===== config.mk =====
export PLATFORM = sky130hd
export DESIGN_NAME = vcgs_ctrl
export DESIGN_NICKNAME = d
export VERILOG_FILES = /design/src/rtl/core/assert_macros.svh /design/src/rtl/core/vcgs_pkg.sv /design/src/rtl/core/vcgs_ctrl.sv
export SDC_FILE = /design/constraint.sdc
export NUM_CORES = 1
export LEC_CHECK = 0
export ABC_AREA = 1
export BUFFER_PORTS_ARGS = -buffer_cell sky130_fd_sc_hd__buf_2
export CORE_AREA = 2 2 39 41
export CTS_BUF_LIST = sky130_fd_sc_hd__clkbuf_4 sky130_fd_sc_hd__clkbuf_8
export CTS_CLUSTER_DIAMETER = 100
export DETAILED_ROUTE_END_ITERATION = 7
export DIE_AREA = 0 0 41 43
export PLACE_DENSITY = 0.75
export SETUP_SLACK_MARGIN = 0.3
export SYNTH_ARGS = -nofsm -noshare
export SYNTH_HDL_FRONTEND = slang
export SYNTH_SLANG_ARGS = --single-unit

===== constraint.sdc =====
create_clock -name clk -period 1 [get_ports clk]
set_input_delay 0.05 -clock clk [delete_from_list [all_inputs] [get_ports clk]]
set_output_delay 0.05 -clock clk [all_outputs]
set_load 0.03 [all_outputs]

===== src/rtl/core/assert_macros.svh =====
// Assertion helpers used by the scheduler datapath.
`ifndef ASSERT_MACROS_SVH
`define ASSERT_MACROS_SVH

// Check a condition at every rising clock edge outside reset.
`define VCGS_ASSERT(label, cond, msg) \
    label: assert property (@(posedge clk) disable iff (!rst_n) (cond)) else $error(msg);

// Check that an antecedent implies a consequent in the same cycle.
`define VCGS_ASSERT_IMP(label, ante, cons, msg) \
    label: assert property (@(posedge clk) disable iff (!rst_n) (ante) |-> (cons)) \
        else $error(msg);

`endif


===== src/rtl/core/vcgs_pkg.sv =====
`timescale 1ns / 1ps
// ----------------------------------------------------------------------------
// vcgs_pkg
// Shared codes, widths and controller/datapath interface structs.
// ----------------------------------------------------------------------------
package vcgs_pkg;

    localparam int CMD_W    = 3;
    localparam int FLOW_W   = 6;
    localparam int SRC_W    = 4;
    localparam int QID_W    = 8;
    localparam int AMOUNT_W = 16;
    localparam int WEIGHT_W = 8;
    localparam int GRANT_W  = 24;
    localparam int FLOW_MAX = 63;
    localparam int SRC_MAX  = 15;

    typedef enum logic [CMD_W-1:0] {
        CMD_STATUS    = 3'd0,
        CMD_CREDIT    = 3'd1,
        CMD_TICK      = 3'd2,
        CMD_WRITE_FWD = 3'd3,
        CMD_WRITE_REV = 3'd4
    } cmd_code_t;

    typedef struct packed {
        logic capture;
        logic addr_sub;
        logic map_wr;
        logic map_rd;
        logic status_apply;
        logic rev_wr;
        logic rm_rd;
        logic rm_step;
        logic rm_done;
        logic scan_rd;
        logic scan_next;
        logic scan_hit;
        logic grant_mul;
        logic out_load;
        logic credit_rd;
        logic credit_wr;
    } ctl_cmd_t;

    typedef struct packed {
        logic [CMD_W-1:0] code;
        logic addr_over;
        logic qn_ok;
        logic mapq_ok;
        logic need_remove;
        logic rm_end;
        logic scan_end;
        logic scan_hit;
        logic out_free;
    } ctl_stat_t;

endpackage


===== src/rtl/core/vcgs_ctrl.sv =====
`timescale 1ns / 1ps
// ----------------------------------------------------------------------------
// vcgs_ctrl
// Sequencer for command decode, map and credit updates, list scan and list compaction.
// ----------------------------------------------------------------------------
module vcgs_ctrl (
    input  logic                clk,
    input  logic                rst_n,
    input  logic                in_valid,
    output logic                in_stall,
    input  vcgs_pkg::ctl_stat_t stat,
    output vcgs_pkg::ctl_cmd_t  cmd
);
    import vcgs_pkg::*;

    typedef enum logic [3:0] {
        S_IDLE, S_MAP, S_MAPW, S_RMRD, S_RMCHK, S_SCRD, S_SCCHK,
        S_GRANT, S_OUT, S_ADDRD, S_ADDWR, S_REV
    } state_t;

    state_t state_reg, state_next;
    logic   accept;

    assign in_stall = (state_reg != S_IDLE);
    assign accept   = in_valid && !in_stall;

    always_comb
    begin
        state_next = state_reg;
        cmd        = '0;
        unique case (state_reg)
            S_IDLE:
            begin
                if (accept)
                begin
                    cmd.capture = 1'b1;
                    state_next  = S_MAP;
                end
            end
            S_MAP:
            begin
                // decode the captured word here
                unique case (stat.code) inside
                    CMD_STATUS, CMD_WRITE_FWD:
                    begin
                        if (stat.addr_over)
                            cmd.addr_sub = 1'b1;
                        else if (stat.code == CMD_WRITE_FWD)
                        begin
                            cmd.map_wr = 1'b1;
                            state_next = S_IDLE;
                        end
                        else
                        begin
                            cmd.map_rd = 1'b1;
                            state_next = S_MAPW;
                        end
                    end
                    CMD_CREDIT:    state_next = stat.qn_ok ? S_ADDRD : S_IDLE;
                    CMD_TICK:      state_next = S_SCRD;
                    CMD_WRITE_REV: state_next = S_REV;
                    default:       state_next = S_IDLE;
                endcase
            end
            S_MAPW:
            begin
                cmd.status_apply = stat.mapq_ok;
                state_next = (stat.mapq_ok && stat.need_remove) ? S_RMRD : S_IDLE;
            end
            S_RMRD:
            begin
                if (stat.rm_end)
                begin
                    cmd.rm_done = 1'b1;
                    state_next  = S_IDLE;
                end
                else
                begin
                    cmd.rm_rd  = 1'b1;
                    state_next = S_RMCHK;
                end
            end
            S_RMCHK:
            begin
                cmd.rm_step = 1'b1;
                state_next  = S_RMRD;
            end
            S_SCRD:
            begin
                if (stat.scan_end)
                    state_next = S_OUT;
                else
                begin
                    cmd.scan_rd = 1'b1;
                    state_next  = S_SCCHK;
                end
            end
            S_SCCHK:
            begin
                if (stat.scan_hit)
                begin
                    cmd.scan_hit = 1'b1;
                    state_next   = S_GRANT;
                end
                else
                begin
                    cmd.scan_next = 1'b1;
                    state_next    = S_SCRD;
                end
            end
            S_GRANT:
            begin
                cmd.grant_mul = 1'b1;
                state_next    = S_OUT;
            end
            S_OUT:
            begin
                if (stat.out_free)
                begin
                    cmd.out_load = 1'b1;
                    state_next   = S_IDLE;
                end
            end
            S_ADDRD:
            begin
                cmd.credit_rd = 1'b1;
                state_next    = S_ADDWR;
            end
            S_ADDWR:
            begin
                cmd.credit_wr = 1'b1;
                state_next    = S_IDLE;
            end
            S_REV:
            begin
                cmd.rev_wr = stat.qn_ok;
                state_next = S_IDLE;
            end
            default: state_next = S_IDLE;
        endcase
    end

    always_ff @(posedge clk or negedge rst_n)
    begin
        if (!rst_n)
            state_reg <= S_IDLE;
        else
            state_reg <= state_next;
    end

endmodule


==> summary.md <==
| Metric | Value |
|---|---|
| Port Buf Inserts | 30 |
| Grt ovf | 0 |
| Synth top area share | 20.4% |
| Leading area contributor after synthesis | nand2_1 |
| Top FF cell, synth | dfrtp_1 |
| Register bit total from synthesis | 4 |
| Synth warnings | 0 |
| Largest net degree at the start of global routing | 7 |
| Die X | 41 um |
| CP Data Required Time | 0.95 ns |
| Hold crit path type | in2reg |
| Hold Fails Final Rpt | 0 |
| Critical path type | reg2out |
| First-pass GRT wire length | 2.71 mm |
| Lkg Pwr | 0.623 nW |
| Max-slew headroom | 86.2% |
| Period utilization | 144% |
| Initial antenna violation count | 0 |
| Syn_area_per_cell | 5.24 sq um |
| Mapped Cells | 95 |
| Minimum clock period | roughly 1.4 ns |
| Die area | 0.00176 sq mm |
| Most common cell in the netlist | nand2_1 |
| Net Count, Synth | 109 |
| Nets | approximately 160 |
| Status | finished with violations |
| Post-synth top cells | nand2_1 (27), inv_1 (19), nor2_1 (19) |
| Synth Cell Area | about 500 sq um |
| Failing checks | setup timing |
| GP Congestion | 0.829 |
| Via count | 796 |
| Clock Path Buffers | 2 |
| DR vias/cell | between 4 and 5 |
| Worst Setup SP | state_reg[1] |
| Antenna Nets Post-Route | 0 |
| Vias in the first global route | 697 |
| Crit end category | primary output |
| CTS clk-pin slew, worst paths | 0.04 ns |
| Peak supply drop | 1.48 mV |
| Synth unique cells | 15 |
| Multi-input gate area | 518 sq um |
| Num ports | 31 |
| Finish-stage setup viols | 21 |
| Seq/Total Area, Yosys | 20.1% |
| RSZ-0062 raised after global routing | true |
| Power per cell area | 2580 mW/mm^2 |
| Max cap viols | 0 |
| Num CTS Buffers | 3 |
| Fill cell count | between 80 and 90 |
| Initial DRC Count | 12 |
| Max Fclk | roughly 700 MHz |
| Sequential cell area | 104 sq um |
| GRT Util Overall | 22.3% |
| Post-DR wirelength/cell | 12.3 um |
| Number of synthesized flops with an enable pin | 0 |
| Final wirelength | 2.02 mm |
| Die Ht | approximately 43 um |
| Skew final | ~0.00019 ns |
| Startpoint Class | flip-flop |
| Final setup margin | -0.438 ns |
| CTS tree | built |
| Max-slew violation count | 0 |
| Layout cells sized above 1 | 64.2% |
| Launch point of the worst reg-to-reg path | state_reg[0] |
| Final core occ | a little over 80% |
| Root Buffer | clkbuf_4 |
| Worst endpoint data arrival time | 1.39 ns |
| Skew-Pair Late Insertion Delay | about 0.24 ns |
| Core ar. | 0.00138 sq mm |
| Pre-antenna DRT Iters | 4 |
| Hold path start | stat[2] |
| HPWL after DPL | 1.34 mm |
| Rows | 14 |
| Worst Path Max Fanout | 5 |
| Residual DRC count | 0 |
| Synth area leaders | nand2_1 (20%), dfrtp_1 (20%), inv_1 (14%) |
| Initial core utilization | 36.0% |
| Area growth syn-to-layout | 130% |
| Max reg flops | 4 |
| Hold Worst Slack | 0.0521 ns |
| CTS Sinks | 4 |
| Ys async rst share | 100% |
| H-tree levels | 1 |
| Ant diodes | 0 |
| Actual slew at the worst max-slew pin | 0.205 ns |
==> layer usage <==
| metal | wire length [um] | part of all wire, % | vias up | track usage, % |
|---|---|---|---|---|
| met5 | 0 | 0 | - | 0 |
| met4 | 20 | 0.99 | 0 | 10.0 |
| met3 | 89 | 4.4 | 2 | 1.57 |
| met2 | 1100 | 54 | 27 | 36.6 |
| met1 | 808 | 40 | 366 | 28.0 |
| li1 | - | - | 401 | - |
==> area by class of cell <==
| class | count | area share, % |
|---|---|---|
| Clock buffer | 3 | 1.97 |
| Inverter | 21 | 7.31 |
| Multi-Input combinational cell | 70 | 45.2 |
| Sequential cell | 4 | 9.06 |
| Tap cell | 16 | 1.75 |
| Timing Repair Buffer | 50 | 34.7 |
==> worst paths after layout <==
kind	slack (ns)	to	cells past startpoint
max	-0.44	cmd[13]	4
min	0.05	state_reg[3]	3
max reg2reg	-0.32	state_reg[0]	8
min reg2reg	0.86	state_reg[3]	4
max in group asynchronous	0.72	state_reg[1]	2
min in group asynchronous	0.15	state_reg[2]	2
==> power breakdown <==
| part | internal, mW | switching [mW] | total [mW] |
|---|---|---|---|
| Clock | 0.135 | 0.0752 | 0.210 |
| Combinational | 0.973 | 1.36 | 2.33 |
| Sequential | 0.246 | 0.169 | 0.414 |
| Total | 1.35 | 1.61 | 2.96 |
==> cell families after synthesis <==
kind of cell           count (synthesis)  synth area share, %
buffers and inverters                 21                 15.8
DFF                                    4                 20.1
and+or+nand+nor                       69                 63.1
AOI/OAI and AO/OA                      1                 1.00
==> metrics by stage <==
step | total power [mW] | TNS, ns | cells | area (sq um) | setup slack (ns)
after floorplan | 1.59 | -1.57 | 95 | 628 | -0.257
after global placement | 2.11 | -2.46 | 151 | 873 | -0.195
after detailed placement | 2.13 | -2.67 | 151 | 873 | -0.209
after CTS | 2.64 | -6.59 | 158 | 1040 | -0.400
after global routing | 3.15 | -8.49 | 164 | 1150 | -0.480
final | 2.96 | -7.14 | 164 | 1150 | -0.438
==> timing repair <==
item / 4_1_cts / 5_1_grt
endpoints found under the setup margin: 21 / 21
hold endpoints to repair: 4 / 0
buffers inserted: 3 / 6
resized for setup: 38 / 15
pin swaps: 6 / 7
hold buffers: 1 / 0
==> critical path, stage by stage (launching register included) <==
cell and delay [ns]:
dfrtp_2 0.46, inv_2 0.11, nand2_2 0.11, nor4_4 0.26, buf_4 0.20
==> placed cells by master, fill, tap and decap left out, types with 3 or more instances in the layout <==
master	n
buf_2	16
buf_4	17
buf_6	16
clkbuf_4	3
dfrtp_2	3
inv_1	9
inv_2	10
nand2_1	21
nand2_2	4
nand3_1	8
nand4_1	3
nor2_1	8
nor2_4	15
(Power assumes the default switching activity.)
